[src/hw/rtl/cnlc_pkg.sv]
// ----------------------------------------------------------------------------
// cnlc_pkg: shared definitions for the card number Luhn classifier
// Field widths, the cell-to-cell beat, card type codes and digit helpers.
// ----------------------------------------------------------------------------
package cnlc_pkg;

   // Width of the binary card number and of its decimal form.
   localparam int unsigned NUM_W      = 54;
   localparam int unsigned BCD_DIGITS = 17;   // 2^54 stays below 10^17
   localparam int unsigned BCD_W      = 4 * BCD_DIGITS;

   // Default number of low decimal digits that enter the Luhn sum.
   localparam int unsigned MAX_DIGITS_DEF = 16;

   // Width of the Luhn total and of one group of four digit terms.
   localparam int unsigned SUM_W   = 8;
   localparam int unsigned GROUP_W = 6;

   // Card type codes.
   typedef enum logic [1:0] {
      CARD_INVALID = 2'd0,
      CARD_P34_37  = 2'd1,
      CARD_P51_55  = 2'd2,
      CARD_P4      = 2'd3
   } card_type_type;

   // One beat between neighbouring conversion cells.
   typedef struct packed {
      logic             valid;
      logic [NUM_W-1:0] bin;
      logic [BCD_W-1:0] bcd;
   } cell_type;

   // One finished result leaving the check stages.
   typedef struct packed {
      logic          valid;
      card_type_type card_type;
      logic          checksum_ok;
   } result_type;

   // Luhn doubling: twice the digit, less nine when that exceeds nine.
   function automatic logic [3:0] luhn_double(input logic [3:0] d);
      logic [4:0] t;
      t = {d, 1'b0};
      return (t > 5'd9) ? 4'(t - 5'd9) : t[3:0];
   endfunction

   // True when the total is a multiple of ten.
   function automatic logic is_mult10(input logic [SUM_W-1:0] s);
      logic hit;
      hit = 1'b0;
      for (int k = 0; k < 26; k++) begin
         if (s == SUM_W'(k * 10)) begin
            hit = 1'b1;
         end
      end
      return hit;
   endfunction

endpackage

[src/hw/rtl/cnlc_cell.sv]
// ----------------------------------------------------------------------------
// cnlc_cell: one binary-to-decimal conversion cell
// Applies the add-three correction to every decimal digit and shifts one
// binary bit into the decimal word, then hands the beat to the next cell.
// ----------------------------------------------------------------------------
module cnlc_cell (
   input  logic               clock,
   input  logic               reset,
   input  logic               enable,
   input  cnlc_pkg::cell_type cell_i,
   output cnlc_pkg::cell_type cell_o
);

   logic                       valid_ff;
   logic [cnlc_pkg::NUM_W-1:0] bin_ff;
   logic [cnlc_pkg::BCD_W-1:0] bcd_ff;
   logic [cnlc_pkg::NUM_W-1:0] bin_in;
   logic [cnlc_pkg::BCD_W-1:0] bcd_in;
   logic [cnlc_pkg::BCD_W-1:0] adj;

   // Correct each digit of five or more, then shift the next bit in.
   always_comb begin
      for (int k = 0; k < cnlc_pkg::BCD_DIGITS; k++) begin
         adj[4*k +: 4] = (cell_i.bcd[4*k +: 4] >= 4'd5) ?
                         4'(cell_i.bcd[4*k +: 4] + 4'd3) : cell_i.bcd[4*k +: 4];
      end
      bcd_in = {adj[cnlc_pkg::BCD_W-2:0], cell_i.bin[cnlc_pkg::NUM_W-1]};
      bin_in = {cell_i.bin[cnlc_pkg::NUM_W-2:0], 1'b0};
   end

   // Valid bit is control state and is cleared by reset.
   always_ff @(posedge clock) begin
      if (reset) begin
         valid_ff <= 1'b0;
      end else if (enable) begin
         valid_ff <= cell_i.valid;
      end
   end

   // Payload registers.
   always_ff @(posedge clock) begin
      if (enable) begin
         bin_ff <= bin_in;
         bcd_ff <= bcd_in;
      end
   end

   assign cell_o.valid = valid_ff;
   assign cell_o.bin   = bin_ff;
   assign cell_o.bcd   = bcd_ff;

endmodule

[config.mk]
export PLATFORM = sky130hd
export DESIGN_NAME = cnlc_cell
export DESIGN_NICKNAME = d
export VERILOG_FILES = /design/src/hw/rtl/cnlc_pkg.sv /design/src/hw/rtl/cnlc_cell.sv
export SDC_FILE = /design/constraint.sdc
export NUM_CORES = 1
export LEC_CHECK = 0
export ABC_AREA = 1
export BUFFER_PORTS_ARGS = -buffer_cell sky130_fd_sc_hd__buf_2
export CAP_MARGIN = 20
export CORE_MARGIN = 4
export CORE_UTILIZATION = 51
export DETAILED_ROUTE_END_ITERATION = 10
export GPL_ROUTABILITY_DRIVEN = 0
export PLACE_DENSITY = 0.85
export REMOVE_ABC_BUFFERS = 1
export SYNTH_ARGS = -nofsm -noshare
export SYNTH_HDL_FRONTEND = slang
export SYNTH_SLANG_ARGS = --single-unit
[constraint.sdc]
create_clock -name clock -period 3.08 [get_ports clock]
set_input_delay 0.462 -clock clock [delete_from_list [all_inputs] [get_ports clock]]
set_output_delay 0.462 -clock clock [all_outputs]
set_load 0.005 [all_outputs]
# --- Yosys cells after proc, flatten, opt, wreduce, memory -nomap -nowiden ---
# Index checks and enable logic that the tools add are counted.
# Widths: inputs -> output; s select.
classes:
  muxes: 17
  order_cmp: 17
  n_addsub: 17
ops:
  columns: ["cell", "count"]
  rows:
  - ["$ge 4x3->1 const B", 17]
  - ["$add 4x2->4 const B", 16]
  - ["$mux 4", 16]
  - ["$add 3x2->3 const B", 1]
  - ["$mux 3", 1]
word_totals:
  out_inout_bits: 123
  regBits: 122
  inputBits: 126
  elab_cells: 54

# --- Longest topological paths before layout ---
# Gate-level depths: netlist (run 1).
logic_depth:
  word_depth: 2
  ltp_mapped: 7
  depth_no_buf: 7

# --- Worst setup path after synthesis (run 1) ---
# OpenSTA, ideal clock, no wires.
synth_timing:
  path_type: "in2reg"
  from: "input cell_i[40] in the netlist's numbering"
  to: "register bcd_ff[42] in the netlist's numbering, data pin"
  required_time_ps: 2827
  arrival_time_ps: 1035
  path_slack_ps: 1792
  setup_ps: 253
  path_stages: 6
  path_buffers: 0
  cell_sequence: "inv_1 > ha_1 > nor2_4 > nor2_4 > nand2_1 > o21ai_2"
synth_via:
  elab_chain_len: 2
  word_cells_on_any_way: 3
  classes_between: "add/sub (1); order compare (1); mux (1)"
synth_lines:
  columns: ["element", "line", "rtl"]
  rows:
  - ["start: declaration", "cnlc_cell.sv:10", "input cnlc_pkg::cell_type cell_i,"]
  - ["$add 4x2->4 / $ge 4x3->1 (equally long branches)", "cnlc_cell.sv:25, cnlc_cell.sv:24", null]
  - ["$mux 4 (*)", "cnlc_cell.sv:24", "adj[4*k +: 4] = (cell_i.bcd[4*k +: 4] >= 4'd5) ?"]
  - ["named net adj (one bit)", "cnlc_cell.sv:19", "logic [cnlc_pkg::BCD_W-1:0] adj;"]
  - ["end signal: assignment", "cnlc_cell.sv:44", "bcd_ff <= bcd_in;"]
  - ["end: declaration", "cnlc_cell.sv:16", "logic [cnlc_pkg::BCD_W-1:0] bcd_ff;"]
# Mark *: on every way through the listed nets, which the timed path passes. The rest lies on a longest branch.
# A chain may end at the register's enable or synchronous reset.

# --- Worst setup path after layout (run 1) ---
layout_timing:
  from: "register bin_ff[28] in the netlist's numbering"
  to: "output cell_o[96] in the netlist's numbering"
layout_lines:
  columns: ["element", "line", "rtl"]
  rows:
  - ["start: declaration", "cnlc_cell.sv:15", "logic [cnlc_pkg::NUM_W-1:0] bin_ff;"]
  - ["start signal: assignment", "cnlc_cell.sv:43", "bin_ff <= bin_in;"]
  - ["end: declaration", "cnlc_cell.sv:11", "output cnlc_pkg::cell_type cell_o"]
# No word-level cell between the ends.

==> results of run 1 <==
-- worst max-delay path by stage --
stage / startpoint / end / slack [ns]
after detailed placement: cell_i[16] / bcd_ff[17]$_DFFE_PP_ / 1.51
after floorplan: cell_i[40] / bcd_ff[42]$_DFFE_PP_ / 1.79
final: bin_ff[28]$_DFFE_PP_ / cell_o[96] / 1.53
after CTS: bin_ff[28]$_DFFE_PP_ / cell_o[96] / 1.50
after global placement: cell_i[32] / bcd_ff[34]$_DFFE_PP_ / 1.63
after global routing: bin_ff[28]$_DFFE_PP_ / cell_o[96] / 1.48
-- sequential cells by signal, summed over array words and instances (netlist names) --
name,cells
valid_ff,1
bcd_ff,68
bin_ff,53
-- synthesized netlist by cell type (all sizes together) --
library cell	instances	area [sq um]
nor2	21	139
buf	2	15.0
a21oi	30	165
dfxtp	1	20.0
a211oi	1	7.51
o21ai	61	365
nand2	105	414
conb	1	3.75
nand3	29	145
edfxtp	121	3630
inv	82	308
nand4	1	6.26
ha	34	425
-- layout by cell type, fill, tap and decap left out, types with 5 or more instances in the layout --
master,n
nor2_4,8
inv_1,78
nand2_2,8
o21ai_0,45
ha_1,34
nand3_1,29
o21ai_2,16
clkinv_4,5
nor2_1,13
buf_2,246
edfxtp_1,121
clkbuf_16,16
a21oi_1,26
nand2_1,97
-- where the power goes --
group | internal (mW) | switching [mW] | total [mW] | leakage [nW]
Sequential | 2.01 | 0.0408 | 2.05 | 1.19
Combinational | 0.240 | 0.327 | 0.567 | 2.20
Clock | 1.23 | 0.732 | 1.97 | 0.285
-- worst reg2reg max path, stage by stage (launching register included) --
cell and delay, ns:
dfxtp_1 0.38, nor2_1 0.07, a211oi_1 0.20
-- stage by stage --
step	utilization (%)	power, mW	worst slack [ns]	instance area (sq um)	hold slack, ns
final	70.6	4.58	1.53	7660	0.125
after global routing	70.6	4.78	1.48	7660	0.101
after CTS	70.6	4.61	1.50	7660	0.0965
after detailed placement	65.2	2.64	1.51	7070	0.552
after global placement	65.2	2.60	1.63	7070	0.506
after floorplan	-	2.29	1.79	5630	0.485
-- routing by layer --
metal / global-route usage, % / up-vias
li1: - / 2197
met1: 23.7 / 2194
met2: 42.9 / 217
met3: 6.74 / 20
met4: 8.97 / 0
met5: 0 / -
-- layout make-up --
class,count,area (sq um)
Multi-Input combinational cell,283,1670
Fill cell,751,3180
Clock inverter,14,173
Inverter,82,308
Timing Repair Buffer,248,1260
Tap cell,140,175
Clock buffer,18,418
Sequential cell,122,3650
-- logic make-up after synthesis --
kind of cell / after synthesis / share of synthesized area, %
fa+ha+maj: 34 / 7.53
buf+inv: 84 / 5.72
flops: 122 / 64.7
compound gates: 92 / 9.53
other cells: 1 / 0.0664
simple gates: 156 / 12.5
==> flow_summary.ini, run 1 <==
[setup_path]
path_cells = buf_2
crit_fanout = 1
r2r_cells = 2
r2r_start = valid_ff$_SDFFE_PP0P_
end_kind = output port
cp-start-kind = register
r2r_slack_ns = 2.34
crit_type = reg -> out
required_ns = 2.62
crit_cells = 1
slowest_stage = edfxtp_1
reg2reg_to = valid_ff$_SDFFE_PP0P_
critPathBufInv = 1
crit_family = flip-flops
slowest_delay_ns = 0.42
crit_arrival_ns = 1.09

[route]
drtIter0Drc = 323
vias = 4628
drc = 0
wl_met2_um = 8100
wl_met1_um = 5080
routedWlPerCell_um = 16.2
met3_length_um = 1290
first_pass_iters = 5
wl_um = 14700
drtAntennaViolNets = 0
highest_layer = met4
vias_per_cell = 5.10

[hold_path]
hold_class = in -> reg
min-delay-start = cell_i[116]
worstHoldEndpoint = bin_ff[49]$_DFFE_PP_
hold_depth = 1

[placed_design]
dp.cells = 875
io_buffers = 247
dp_hpwl_um = 11000

[clock_tree]
path_clk_slew_ns = 0.06
clk_latency_ns = 0.50
cts_buffer_depth = 2
cts_tree = built
numCtsBuffers = 17
cts_setup_buffers = 0
cts_resized = 0
cts_sinks = 122
htreeDepth = 4
cts_root_buf = clkbuf_8
hold_buffers = 0

[layout]
area_growth_pct = 35.6
stdcell_count = 907
drive_above_1_share_pct = 41.6
n_antenna_cell = 0
nets = 914

[flow_run]
drv_cap = 0

[pwr]
ir_drop_mv = 0.305
power_density_nw_per_um2 = 598
p_leak_nw = 3.68

[floorplan]
die_h_um = 113
coreArea_sq_um = 10800
die_x_um = 113
dieArea_sq_um = 12800
rows = 38
io_pins = 249
start_util_pct = 52.1

[sta]
setup_violations = 0
max_freq_mhz = 646
period_needed_ns = 1.55
finalMaxSlewViolations = 0
skew_ns = 0
rsz0062_at_grt = false
post-route-period-util_pct = 50.3
setup-tns-final_ns = 0
tightest_slew_ns = 0.664
maxSlewHeadroom_pct = 55.7
hold_viol = 0

[yosys]
synth_cells = 489
ys_warn_count = 0
ys_ff_latch = 122
ys_types = 18
syn_area_sq_um = 5650
ys_seq_area_share_pct = 64.7
syn_avg_cell_area_sq_um = 11.5

[global_routing]
grt_start_max_net_pins = 124
grt_pass1_vias = 4625
grt_pass1_wl_um = 22600
gr-total-overflow = 0
antenna_found_initial = 0
grt_usage_pct = 22.8

[run_status]
status = completed
(Power assumes the default switching activity.)
==> inputs of run 2 (changes only) <==
--- a/config.mk
+++ b/config.mk
@@ -5,14 +5,14 @@
 export SDC_FILE = /design/constraint.sdc
 export NUM_CORES = 1
 export LEC_CHECK = 0
-export ABC_AREA = 1
+export ABC_AREA = 0
 export BUFFER_PORTS_ARGS = -buffer_cell sky130_fd_sc_hd__buf_2
 export CAP_MARGIN = 20
 export CORE_MARGIN = 4
-export CORE_UTILIZATION = 51
+export CORE_UTILIZATION = 42
 export DETAILED_ROUTE_END_ITERATION = 10
 export GPL_ROUTABILITY_DRIVEN = 0
-export PLACE_DENSITY = 0.85
+export PLACE_DENSITY = 0.76
 export REMOVE_ABC_BUFFERS = 1
 export SYNTH_ARGS = -nofsm -noshare
 export SYNTH_HDL_FRONTEND = slang
==> constraint.sdc (replaced) <==
create_clock -name clock -period 1.35 [get_ports clock]
set_input_delay 0.2025 -clock clock [delete_from_list [all_inputs] [get_ports clock]]
set_output_delay 0.2025 -clock clock [all_outputs]
set_load 0.005 [all_outputs]
==> run 2 against run 1 <==
  * Non-clock buffer count is 62 higher
  * Clock skew stayed put
  * Wire length is 13% lower
  * Global-route usage is 5.5 points lower
  * Via count is 11% lower
  * Core utilization is 6.8 points lower
  * Critical path depth stayed put
  * Worst hold slack worse by 0.042 ns
  * First-iteration DRC count is 50% lower
==> flow_summary.ini, run 2 <==
[clock_tree]
path_clk_slew_ns = 0.05
htreeDepth = 4
cts_buffer_depth = 2
cts_sinks = 122
cts_setup_buffers = 0
hold_buffers = 55
clk_latency_ns = 0.40
numCtsBuffers = 17
cts_tree = built
cts_root_buf = clkbuf_16
cts_resized = 0

[route]
routedWlPerCell_um = 14.2
first_pass_iters = 4
drtIter0Drc = 162
drtAntennaViolNets = 0
drc = 0
wl_um = 12900
vias = 4128
vias_per_cell = 4.55

[sta]
setup_violations = 0
setup-tns-final_ns = 0
skew_ns = 0
period_needed_ns = 1.14
max_freq_mhz = 878
finalMaxSlewViolations = 0
rsz0062_at_grt = false
hold_viol = 0
post-route-period-util_pct = 84.4

[floorplan]
io_pins = 249
dieArea_sq_um = 14700
rows = 41
coreArea_sq_um = 12600
die_x_um = 121
die_h_um = 121
start_util_pct = 42.9

[layout]
largest_reg_flops = 68
fill_cells = 937
utilization_pct = 63.8
nets = 882
regMostFlops = bcd_ff
area_growth_pct = 48.8
final_common_cell = buf_2
drive_above_1_share_pct = 40.4
top_regs = bcd_ff (68), bin_ff (53), valid_ff (1)
layout_common_cells = buf_2, edfxtp_1, nand2_1
regArea_sq_um = 3650
n_antenna_cell = 0
multi_input_area_sq_um = 1590

[placed_design]
io_buffers = 247
dp_hpwl_um = 9740

[yosys]
synth_top_area_share_pct = 67.4
ys_types = 14
ys_ff_latch = 122
ys_warn_count = 0
ys_seq_area_share_pct = 67.8
ys.flop_type = edfxtp_1
syn_avg_cell_area_sq_um = 13.6
synth_edf_count = 121
syn_area_sq_um = 5390
synth_cells = 395
yosys-top-cells-count = edfxtp_1, nand2_1, ha_1, inv_1, nand2b_1
yosysTopAreaCell = edfxtp_1
synth.area.top_cells = edfxtp_1, ha_1, nand2_1
synthArstFlopShare_pct = 0
synth_most_common_cell = edfxtp_1

[global_routing]
antenna_found_initial = 0
grt_start_max_net_pins = 33
grt_pass1_wl_um = 19600
gr-total-overflow = 0
grt_pass1_vias = 4302
grt_usage_pct = 17.4

[setup_path]
slowest_stage = edfxtp_1
critPathBufInv = 1
crit_type = reg -> out
crit_arrival_ns = 0.94
cp-start-kind = register
r2r_start = valid_ff$_SDFFE_PP0P_
slowest_delay_ns = 0.39
path_cells = buf_2
startpoint = bcd_ff[2]$_DFFE_PP_
end_kind = output port
required_ns = 1.15
crit_fanout = 1
crit_family = flip-flops

[hold_path]
min-delay-start = cell_i[122]
hold_class = in -> reg

[pwr]
power_density_nw_per_um2 = 1250
p_leak_nw = 3.64
p_total_mw = 10.0
ir_drop_mv = 0.728

[flow_run]
drv_cap = 0

[run_status]
status = completed
-- run 2: cell count changes in the layout (fill, tap and decap cells not counted), moves of 16 or more --
cell           delta
o21ai_2          -16
inv_1            -44
o21ai_0          -29
mux2i_1          +18
dlygate4sd3_1    +55
o21ai_1          +16
nand2_1          -30
nand3_1          -29
xnor2_1          +17
a21oi_1          -26
nand2b_1         +33
-- run 2: metal layers --
metal / vias up / track usage (%) / wire length [um]
li1: 2029 / - / -
met1: 1865 / 17.6 / 4730
met2: 197 / 30.8 / 6600
met3: 37 / 6.81 / 1120
met4: 0 / 9.17 / 435
met5: - / 0 / 0
-- run 2: worst paths after layout --
path,depth (start not counted),end,slack (ns)
worst max-delay path,1,cell_o[2],0.21
worst min-delay path,3,valid_ff$_SDFFE_PP0P_,0.08
worst max register to register,2,valid_ff$_SDFFE_PP0P_,0.74
worst min register to register,2,valid_ff$_SDFFE_PP0P_,0.54
-- run 2: final cells by class --
type	count	share of cell area, %
clock buffer	30	6.66
clock inverter	2	0.125
inverter	34	1.59
multi-input combinational	237	19.9
sequential	122	45.6
tap	172	2.68
timing repair buffer	310	23.5
-- run 2: cell families (layout without fill, tap and decap cells) --
group	Yosys count	in the layout	synth area share [%]
mux	18	18	3.34
simple gates	118	118	9.75
flops	122	122	67.8
other cells	1	1	0.0696
compound gates	49	49	5.73
xor+xnor	17	17	2.76
buf+inv	36	376	2.65
fa+ha+maj	34	34	7.89
-- run 2: report_power, final --
group | switching (mW) | internal (mW) | total, mW
combinational | 0.642 | 0.674 | 1.32
sequential | 0.0852 | 4.59 | 4.67
clock | 1.43 | 2.63 | 4.06
-- run 2: stage by stage --
stage | area, sq um | instances | hold slack (ns) | worst slack (ns)
final | 8020 | 907 | 0.0828 | 0.211
after detailed placement | 6930 | 820 | 0.381 | 0.0456
after floorplan | 5370 | 393 | 0.275 | 0.268
after global routing | 8020 | 907 | 0.0773 | 0.159
after CTS | 8020 | 907 | 0.0712 | 0.189
after global placement | 6930 | 820 | 0.360 | 0.117
