--- config.mk ---
export PLATFORM = sky130hd
export DESIGN_NAME = cnlc_check
export DESIGN_NICKNAME = d
export VERILOG_FILES = /design/src/hw/rtl/cnlc_pkg.sv /design/src/hw/rtl/cnlc_check.sv
export SDC_FILE = /design/constraint.sdc
export NUM_CORES = 1
export LEC_CHECK = 0
export BUFFER_PORTS_ARGS = -buffer_cell sky130_fd_sc_hd__buf_2
export CAP_MARGIN = 0
export CORE_MARGIN = 2
export CORE_UTILIZATION = 56
export DETAILED_ROUTE_END_ITERATION = 6
export GPL_TIMING_DRIVEN = 0
export PLACE_DENSITY = 0.95
export SYNTH_ARGS = -nofsm -noshare
export SYNTH_HDL_FRONTEND = slang
export SYNTH_SLANG_ARGS = --single-unit
--- constraint.sdc ---
create_clock -name clock -period 11.1 [get_ports clock]
set_input_delay 0 -clock clock [delete_from_list [all_inputs] [get_ports clock]]
set_output_delay 0 -clock clock [all_outputs]
set_load 0.01 [all_outputs]
--- src/hw/rtl/cnlc_pkg.sv ---
// ----------------------------------------------------------------------------
// cnlc_pkg: shared definitions for the card number Luhn classifier
// Field widths, the cell-to-cell beat, card type codes and digit helpers.
// ----------------------------------------------------------------------------
package cnlc_pkg;

   // Width of the binary card number and of its decimal form.
   localparam int unsigned NUM_W      = 54;
   localparam int unsigned BCD_DIGITS = 17;   // 2^54 stays below 10^17
   localparam int unsigned BCD_W      = 4 * BCD_DIGITS;

   // Default number of low decimal digits that enter the Luhn sum.
   localparam int unsigned MAX_DIGITS_DEF = 16;

   // Width of the Luhn total and of one group of four digit terms.
   localparam int unsigned SUM_W   = 8;
   localparam int unsigned GROUP_W = 6;

   // Card type codes.
   typedef enum logic [1:0] {
      CARD_INVALID = 2'd0,
      CARD_P34_37  = 2'd1,
      CARD_P51_55  = 2'd2,
      CARD_P4      = 2'd3
   } card_type_type;

   // One beat between neighbouring conversion cells.
   typedef struct packed {
      logic             valid;
      logic [NUM_W-1:0] bin;
      logic [BCD_W-1:0] bcd;
   } cell_type;

   // One finished result leaving the check stages.
   typedef struct packed {
      logic          valid;
      card_type_type card_type;
      logic          checksum_ok;
   } result_type;

   // Luhn doubling: twice the digit, less nine when that exceeds nine.
   function automatic logic [3:0] luhn_double(input logic [3:0] d);
      logic [4:0] t;
      t = {d, 1'b0};
      return (t > 5'd9) ? 4'(t - 5'd9) : t[3:0];
   endfunction

   // True when the total is a multiple of ten.
   function automatic logic is_mult10(input logic [SUM_W-1:0] s);
      logic hit;
      hit = 1'b0;
      for (int k = 0; k < 26; k++) begin
         if (s == SUM_W'(k * 10)) begin
            hit = 1'b1;
         end
      end
      return hit;
   endfunction

endpackage

--- src/hw/rtl/cnlc_check.sv ---
// ----------------------------------------------------------------------------
// cnlc_check: Luhn sum and prefix classification
// Two registered stages: digit terms summed in groups of four with the
// prefix tests, then the group total and the multiple-of-ten test.
// ----------------------------------------------------------------------------
module cnlc_check #(
   parameter int unsigned MAX_DIGITS = cnlc_pkg::MAX_DIGITS_DEF
) (
   input  logic                 clock,
   input  logic                 reset,
   input  logic                 enable,
   input  cnlc_pkg::cell_type   cell_i,
   output cnlc_pkg::result_type result_o
);

   localparam int unsigned LUHN_DIGITS = (MAX_DIGITS < cnlc_pkg::BCD_DIGITS) ?
                                         MAX_DIGITS : cnlc_pkg::BCD_DIGITS;
   localparam int unsigned NUM_GROUPS  = (LUHN_DIGITS + 3) / 4;

   logic [3:0]                   dig [cnlc_pkg::BCD_DIGITS];
   logic [cnlc_pkg::GROUP_W-1:0] grp_in [NUM_GROUPS];
   logic [cnlc_pkg::GROUP_W-1:0] grp_ff [NUM_GROUPS];
   cnlc_pkg::card_type_type      type_a_in;
   cnlc_pkg::card_type_type      type_a_ff;
   logic                         valid_a_ff;
   logic [cnlc_pkg::SUM_W-1:0]   total;
   cnlc_pkg::card_type_type      type_b_ff;
   logic                         ok_b_ff;
   logic                         valid_b_ff;
   logic                         top_zero;

   // Split the decimal word into digits.
   always_comb begin
      for (int k = 0; k < cnlc_pkg::BCD_DIGITS; k++) begin
         dig[k] = cell_i.bcd[4*k +: 4];
      end
   end

   // Luhn terms summed in groups of four; every second digit from the right, starting with the second, is doubled.
   always_comb begin
      for (int g = 0; g < NUM_GROUPS; g++) begin
         grp_in[g] = '0;
         for (int j = 0; j < 4; j++) begin
            if (4*g + j < LUHN_DIGITS) begin
               grp_in[g] = grp_in[g] + cnlc_pkg::GROUP_W'(
                  (j % 2 == 1) ? cnlc_pkg::luhn_double(dig[4*g + j]) : dig[4*g + j]);
            end
         end
      end
   end

   // Prefix tests in priority order, read off the leading decimal digits.
   always_comb begin
      top_zero  = (dig[16] == 4'd0);
      type_a_in = cnlc_pkg::CARD_INVALID;
      if (top_zero && dig[15] == 4'd0 && dig[14] == 4'd3 &&
          (dig[13] == 4'd4 || dig[13] == 4'd7)) begin
         type_a_in = cnlc_pkg::CARD_P34_37;
      end else if (top_zero && dig[15] == 4'd5 &&
                   dig[14] >= 4'd1 && dig[14] <= 4'd5) begin
         type_a_in = cnlc_pkg::CARD_P51_55;
      end else if ((top_zero && dig[15] == 4'd4) ||
                   (top_zero && dig[15] == 4'd0 && dig[14] == 4'd0 &&
                    dig[13] == 4'd0 && dig[12] == 4'd4)) begin
         type_a_in = cnlc_pkg::CARD_P4;
      end
   end

   // Group total.
   always_comb begin
      total = '0;
      for (int g = 0; g < NUM_GROUPS; g++) begin
         total = total + cnlc_pkg::SUM_W'(grp_ff[g]);
      end
   end

   // Stage valid bits.
   always_ff @(posedge clock) begin
      if (reset) begin
         valid_a_ff <= 1'b0;
         valid_b_ff <= 1'b0;
      end else if (enable) begin
         valid_a_ff <= cell_i.valid;
         valid_b_ff <= valid_a_ff;
      end
   end

   // Stage payload registers.
   always_ff @(posedge clock) begin
      if (enable) begin
         grp_ff    <= grp_in;
         type_a_ff <= type_a_in;
         type_b_ff <= type_a_ff;
         ok_b_ff   <= cnlc_pkg::is_mult10(total);
      end
   end

   assign result_o.valid       = valid_b_ff;
   assign result_o.card_type   = type_b_ff;
   assign result_o.checksum_ok = ok_b_ff;

endmodule

### Word-level counts from Yosys, hierarchy flattened

Index checks and enable logic that the tools add are counted.

* register bits after elaboration: 31
* input bits: 126
* output and inout bits: 4
* logic and storage cells: 102

* add/subtract/negate cells: 23
* magnitude comparators: 10
* equality and inequality tests: 31
* muxes and demuxes: 11
* reductions and logical operators: 18

Operator list (number)
* $eq A8 B8 Y1 const B: 13
* $eq A8 B7 Y1 const B: 6
* $gt A5 B4 Y1 const B: 8
* $mux W4: 8
* $sub A4 B4 Y4 const B: 8
* $reduce_or A25 Y1: 1
* $add A5 B4 Y6: 4
* $add A6 B4 Y6: 4
* $eq A8 B6 Y1 const B: 3
* $add A4 B4 Y5: 4
* $eq A4 B3 Y1 const B: 5
* $eq A8 B5 Y1 const B: 2
* $logic_not A4 Y1: 4
* $logic_and A1 B1 Y1: 10
* $add A7 B6 Y8: 1
* $add A8 B6 Y8: 1
* $eq A8 B4 Y1 const B: 1
* $logic_not A8 Y1: 1
* $add A6 B6 Y7: 1
* $eq A4 B2 Y1 const B: 1
* $ge A4 B1 Y1 const B: 1
* $le A4 B3 Y1 const B: 1
* $mux W2: 2
* $logic_or A1 B1 Y1: 2
* $mux W1: 1

### Logic depth before layout (Yosys ltp)

Gate-level depths: netlist of run 1.

* depth in word-level cells: 8
* mapped depth: 14
* gate-level depth less buffers: 14

### Worst setup path after synthesis of run 1

No wires, ideal clock.

* kind: register -> register
* start point: reg grp_ff[1] in the netlist's numbering
* end point: reg ok_b_ff (data pin)
* library setup time: 150 ps
* arrival time: 3658 ps
* required time: 10950 ps
* path slack: 7292 ps
* cell stages (with the launch flop): 13
* buffers on the path: 1
* period minus slack after synthesis: 3808 ps
* path through: edfxtp_1 > fa_1 > fa_1 > ha_1 > fa_1 > buf_6 > or3_4 > a221oi_4 > nor2_2 > a311oi_2 > a22oi_1 > or4_1 > o211ai_2

* longest elaborated chain between the ends: 3
* elaborated cells on any way between the ends: 29
* those cells by class: add/sub: 1; eq/ne: 25; mux: 1; reduce/logical: 2

Ends and longest elaborated chain
* start, declared: line cnlc_check.sv:22 `logic [cnlc_pkg::GROUP_W-1:0] grp_ff [NUM_GROUPS];`
* start signal, assigned: line cnlc_check.sv:91 `grp_ff <= grp_in;`
* $add A8 B6 Y8 *: line cnlc_check.sv:73 `total = total + cnlc_pkg::SUM_W'(grp_ff[g]);`
* $eq A8 B4 Y1, or another cell as far along: line cnlc_pkg.sv:53 `if (s == SUM_W'(k * 10)) begin`
* $reduce_or A25 Y1 (no source line) or $mux W1 (tied branches)
* end signal, assigned: line cnlc_check.sv:94 `ok_b_ff <= cnlc_pkg::is_mult10(total);`
* end, declared: line cnlc_check.sv:28 `logic ok_b_ff;`

Mark *: on every way between the ends. The rest lies on a longest branch, timed or not.
A chain may end at the register's enable or synchronous reset.

### Final worst setup path of run 1

Same ends and word-level chain as after synthesis.

==> flow_metrics.py, run 1 <==
metrics = {
    "yosys": {
        "synth_cells": 390,
        "yosysWarnings": 0,
        "syn_avg_cell_area_um2": 9.79,
        "synth_edf_count": 29,
        "synth_top_cell_area_share": 0.231,
        "yosys_register_bits": 31,
        "yosysUniqueCellTypes": 54,
        "synth.cell_area_mm2": 0.00382,
        "synth_flop_cell": "edfxtp_1",
        "yosysSeqAreaShare": 0.239,
        "syn_nets": 599,
        "yosys.area.top_type": "fa_1",
        "synthArstFlopShare": 0,
        "ys_top_cells_by_area": "fa_1, edfxtp_1, ha_1, inv_1, xnor2_1",
    },
    "sta": {
        "fin_crit_sh": 0.367,
        "slew_headroom": 0.537,
        "setup_tns_ps": 0,
        "final.min_clock_period_ps": 4070,
        "hold_viol": 0,
        "max_freq_mhz": 245,
        "finClkSkew_ps": 4.52,
        "drv_slew": 0,
        "tightest_slew_ps": 694,
        "setup_violations": 0,
        "grt_setup_unrepaired": "false",
    },
    "drt": {
        "first_pass_iters": 5,
        "wire_per_inst_um": 13.9,
        "ant_nets": 0,
        "dr.first_iter.drc_count": 128,
        "drc": 0,
        "routed_wl_mm": 7.70,
        "num_vias": 2936,
        "avgViaCountPerCell": 5.29,
    },
    "global_routing": {
        "grt_use_met3": 0.0305,
        "antenna_found_initial": 0,
        "grt_remaining_overflow": 0,
        "first_global_vias": 3131,
        "grt_start_max_net_pins": 32,
        "grtUsageMet2": 0.445,
        "grt.busiest_layer": "met2",
        "grt_use_met1": 0.238,
        "grt_pass1_wl_mm": 13.2,
        "track_usage": 0.225,
    },
    "die": {
        "initial_utilization": 0.571,
        "boundaryPins": 130,
        "die_x_um": 86.6,
        "die_y_um": 86.6,
        "coreArea_mm2": 0.00668,
        "num_rows": 30,
        "die-area_mm2": 0.00749,
    },
    "setup_path": {
        "crit_path_start_kind": "register",
        "arrival_ps": 4210,
        "worst-setup-path-type": "reg -> reg",
        "reg2reg_from": "grp_ff[1]",
        "cp_max_fo": 10,
        "end_kind": "register",
        "r2r_cells": 12,
        "r2r_slack_ps": 7030,
        "r2r_end": "ok_b_ff",
        "cp_data_required_time_ps": 11240,
    },
    "clock_tree": {
        "cts.sinks": 31,
        "clk_latency_ps": 280,
        "cts_inserted_buffers": 5,
        "cts-resized-gates": 0,
        "clk_pin_slew_worst_paths_ps": 70,
        "root_buffer": "clkbuf_8",
        "htreeDepth": 2,
        "cts_buffer_depth": 2,
        "tritoncts": "built",
    },
    "placed_design": {
        "numPortBuffers": 75,
        "placed_area_mm2": 0.00429,
        "globalplace.congestion": 0.811,
        "dp_hpwl_mm": 6.47,
    },
    "cells_and_area": {
        "nFillCells": 484,
        "n_antenna_cell": 0,
        "nets": 683,
        "stdcell_area_mm2": 0.00440,
        "syn2layout_area_growth_pct": 15.2,
        "drive_gt1_frac": 0.219,
        "final_common_cell": "inv_1",
        "mostFrequentLayoutCells": "inv_1, buf_2, fa_1",
    },
    "worst_hold_path": {
        "holdPathEnd": "grp_ff[6]",
        "hold_path_class": "in -> reg",
        "min_from": "cell_i[47]",
        "hold_depth": 4,
    },
    "flow_run": {
        "maxCapViolations": 0,
    },
    "outcome": {
        "status": "finished, final reports clean",
    },
}
## cell usage after synthesis, types with 2 or more instances
cell type	count
fa_1	44
nor3b_1	2
buf_6	3
nand3_1	2
and2_2	2
nor2_1	18
mux2_2	2
nand2_1	30
nor4_1	2
xnor2_1	19
inv_1	97
o211ai_1	3
nor2b_1	4
xor2_1	2
ha_1	39
dfxtp_1	2
o21ai_0	11
a211o_1	3
or3_1	2
nand2b_1	5
or4_1	2
o311ai_0	2
a21oi_1	19
edfxtp_1	29
nor3_1	3
a21o_1	5
buf_4	4
mux2i_1	8
## through the flow
step	hold WS, ps	setup slack (ps)	cells	util
floorplan	72.4	7290	390	-
global placement	171	7130	545	0.642
detailed placement	181	7010	545	0.642
CTS	151	7020	555	0.658
global route	198	6880	555	0.658
finish	158	7030	555	0.658
## cell families (layout without fill, tap and decap cells)
kind of cell | count (synthesis) | count (layout) | synth area share
xor gates and xnor gates | 21 | 21 | 0.0482
and+or+nand+nor | 79 | 79 | 0.101
DFF | 31 | 31 | 0.239
AOI/OAI and AO/OA | 60 | 60 | 0.112
buffers and inverters | 106 | 191 | 0.114
muxes | 10 | 10 | 0.0269
adders and majority gates | 83 | 83 | 0.359
## worst max-delay path: stages, from the launching register on
cell and delay [ps]:
edfxtp_1 400, fa_1 580, fa_1 430, ha_1 250, fa_1 410, buf_6 160, or3_4 390, a221oi_4 330
nor2_2 70, a311oi_2 290, a22oi_1 100, or4_1 430, o211ai_2 90
## what timing repair did
action | 4_1_cts | 5_1_grt
buffers inserted | 0 | 0
endpoints found under the hold margin | 2 | 0
hold buffers | 2 | 0
## state kept, by name, indices dropped and copies added, names as in the netlist
register    flops
type_b_ff       2
type_a_ff       2
grp_ff         24
valid_b_ff      1
ok_b_ff         1
valid_a_ff      1
## how the worst max path moves through the flow
stage | startpoint | end
after floorplan | grp_ff[1] | ok_b_ff
after global placement | grp_ff[1] | ok_b_ff
after detailed placement | grp_ff[1] | ok_b_ff
after CTS | grp_ff[1] | ok_b_ff
after global routing | grp_ff[1] | ok_b_ff
final | grp_ff[1] | ok_b_ff
## final cells by class
| cell class | count | area [um^2] | share of cell area |
|---|---|---|---|
| inverters | 97 | 364 | 0.0828 |
| clock buffers | 6 | 72.6 | 0.0165 |
| plain buffers | 9 | 72.6 | 0.0165 |
| multi-input cells | 253 | 2470 | 0.561 |
| flip-flops and latches | 31 | 911 | 0.207 |
| clock inverters | 2 | 12.5 | 0.00285 |
| well taps | 80 | 100 | 0.0228 |
| repair buffers | 77 | 395 | 0.0899 |
## metal layers
metal,up-vias,share of wire
met1,1405,0.37
met5,-,0
met4,0,0.030
li1,1431,-
met2,80,0.57
met3,20,0.034
Power of run 1 is not shown: default switching activity piles up to over one toggle a cycle in this logic, so the estimate is an artifact.
==> run 2, diff against run 1 <==
CORE_UTILIZATION = 52   (was 56)
PLACE_DENSITY = 0.9   (was 0.95)
clock period = 4.2 ns   (was 11.1 ns; I/O delays follow)
==> run 2 against run 1 <==
  * Die area is 7.3% higher
  * Worst hold slack worse by 140 ps
  * Via count is 1.1% lower
  * Core utilization is 4.0 points lower
  * Global-route usage is 2.8 points lower
  * First-iteration DRC count is 27% lower
  * Final cell count is 3.4% higher
  * Routed wire length is 7.4% lower
  * Sequential share of layout area is 0.17 points lower
  * Critical endpoint unchanged
  * Largest cell class unchanged
==> flow_metrics.py, run 2 (synthesized netlist as in run 1, its figures left out) <==
metrics = {
    "outcome": {
        "status": "finished, final reports clean",
    },
    "sta": {
        "max_freq_mhz": 248,
        "hold_viol": 0,
        "layout_setup_ws_ps": 169,
        "final.min_clock_period_ps": 4030,
        "tightest_slew_ps": 675,
        "drv_slew": 0,
        "fin_crit_sh": 0.960,
        "setup_violations": 0,
        "finClkSkew_ps": 3.29,
        "slew_headroom": 0.550,
    },
    "clock_tree": {
        "cts_buffer_depth": 2,
        "cts_inserted_buffers": 5,
        "clk_latency_ps": 270,
        "clk_pin_slew_worst_paths_ps": 60,
        "cts-resized-gates": 0,
        "root_buffer": "clkbuf_8",
        "cts.sinks": 31,
        "tritoncts": "built",
        "htreeDepth": 2,
    },
    "die": {
        "die_y_um": 89.7,
        "num_rows": 31,
        "boundaryPins": 130,
        "initial_utilization": 0.532,
        "die-area_mm2": 0.00804,
        "coreArea_mm2": 0.00718,
        "die_x_um": 89.7,
    },
    "drt": {
        "avgViaCountPerCell": 5.06,
        "ant_nets": 0,
        "dr.first_iter.drc_count": 94,
        "drc": 0,
        "routed_wl_mm": 7.13,
        "first_pass_iters": 4,
        "wire_per_inst_um": 12.4,
        "num_vias": 2904,
    },
    "placed_design": {
        "dp_slack_ps": 164,
        "numPortBuffers": 75,
        "globalplace.congestion": 0.793,
        "dp_hpwl_mm": 6.16,
    },
    "global_routing": {
        "grt_remaining_overflow": 0,
        "track_usage": 0.197,
        "first_global_vias": 3029,
        "grt_pass1_wl_mm": 12.4,
        "antenna_found_initial": 0,
        "grt_start_max_net_pins": 32,
    },
    "flow_run": {
        "maxCapViolations": 0,
    },
    "setup_path": {
        "r2r_cells": 12,
        "cp_data_required_time_ps": 4330,
        "cp_max_fo": 10,
        "path_common_cell": "fa_1",
        "cp_cell_sequence": "fa_1 -> fa_1 -> ha_1 -> fa_1 -> buf_6 -> or3_1 -> a211o_1 -> o221a_2 -> a311oi_2 -> a22oi_1 -> or4_1 -> o211ai_2",
        "arrival_ps": 4160,
        "max_stage_delay_ps": 560,
        "end_kind": "register",
        "worst-setup-path-type": "reg -> reg",
        "crit_slowest_cell": "fa_1",
        "crit_path_start_kind": "register",
    },
    "cells_and_area": {
        "reg_top3": "grp_ff (24), type_a_ff (2), type_b_ff (2)",
        "syn2layout_area_growth_pct": 16.2,
        "top_register": "grp_ff",
        "largest_register_ffs": 24,
        "drive_gt1_frac": 0.221,
        "n_antenna_cell": 0,
        "final_common_cell": "inv_1",
        "nets": 683,
        "mostFrequentLayoutCells": "inv_1, buf_2, fa_1",
    },
    "worst_hold_path": {
        "hold_path_class": "in -> reg",
        "hold_depth": 3,
    },
}
run 2: cell count changes in the layout (fill, tap and decap cells not counted):
cell,delta
buf_4,+1
clkbuf_8,+2
clkinv_2,-1
clkinvlp_4,-1
dlygate4sd3_1,-1
run 2: worst max-delay path: cells and delay by family (launching register included):
kind	cells	cell delay [ps]
AOI/OAI and AO/OA	5	910
adders and majority gates	4	1610
DFF	1	420
buffers and inverters	1	150
and+or+nand+nor	2	780
run 2: repair_timing:
action / 4_1_cts / 5_1_grt
hold buffers: 1 / 0
endpoints found under the setup margin: 0 / 1
setup buffers: 0 / 1
endpoints found under the hold margin: 2 / 0
run 2: worst paths after layout:
kind	start	slack (ps)	end
max	grp_ff[1]	170	ok_b_ff
min	cell_i[122]	20	valid_a_ff
max reg2reg	grp_ff[1]	170	ok_b_ff
min reg2reg	type_a_ff[1]	420	type_b_ff[1]
run 2: final cells by class:
type | instances | area, um^2
plain buffers | 9 | 72.6
clock buffers | 8 | 100
fillers | 566 | 2740
inverters | 97 | 364
multi-input cells | 253 | 2470
flip-flops and latches | 31 | 911
well taps | 99 | 124
repair buffers | 77 | 393
run 2: metal layers:
| metal | vias to the layer above | routed length [um] | GRT usage |
|---|---|---|---|
| li1 | 1428 | - | - |
| met2 | 84 | 3990 | 0.372 |
| met4 | 0 | 218 | 0.0909 |
| met5 | - | 0 | 0 |
| met1 | 1370 | 2660 | 0.217 |
| met3 | 22 | 266 | 0.0283 |
run 2: per-stage QoR:
stage               cell area [um^2]  TNS (ps)  instances  hold WS, ps   util
finish                          4430         0        574         19.7  0.618
global placement                4320         0        564          172  0.601
CTS                             4430         0        573         12.9  0.617
global route                    4430     -13.7        574         24.2  0.618
detailed placement              4320         0        564          187  0.601
floorplan                       3820         0        390         72.4      -
Power of run 2 is left out for the same reason.
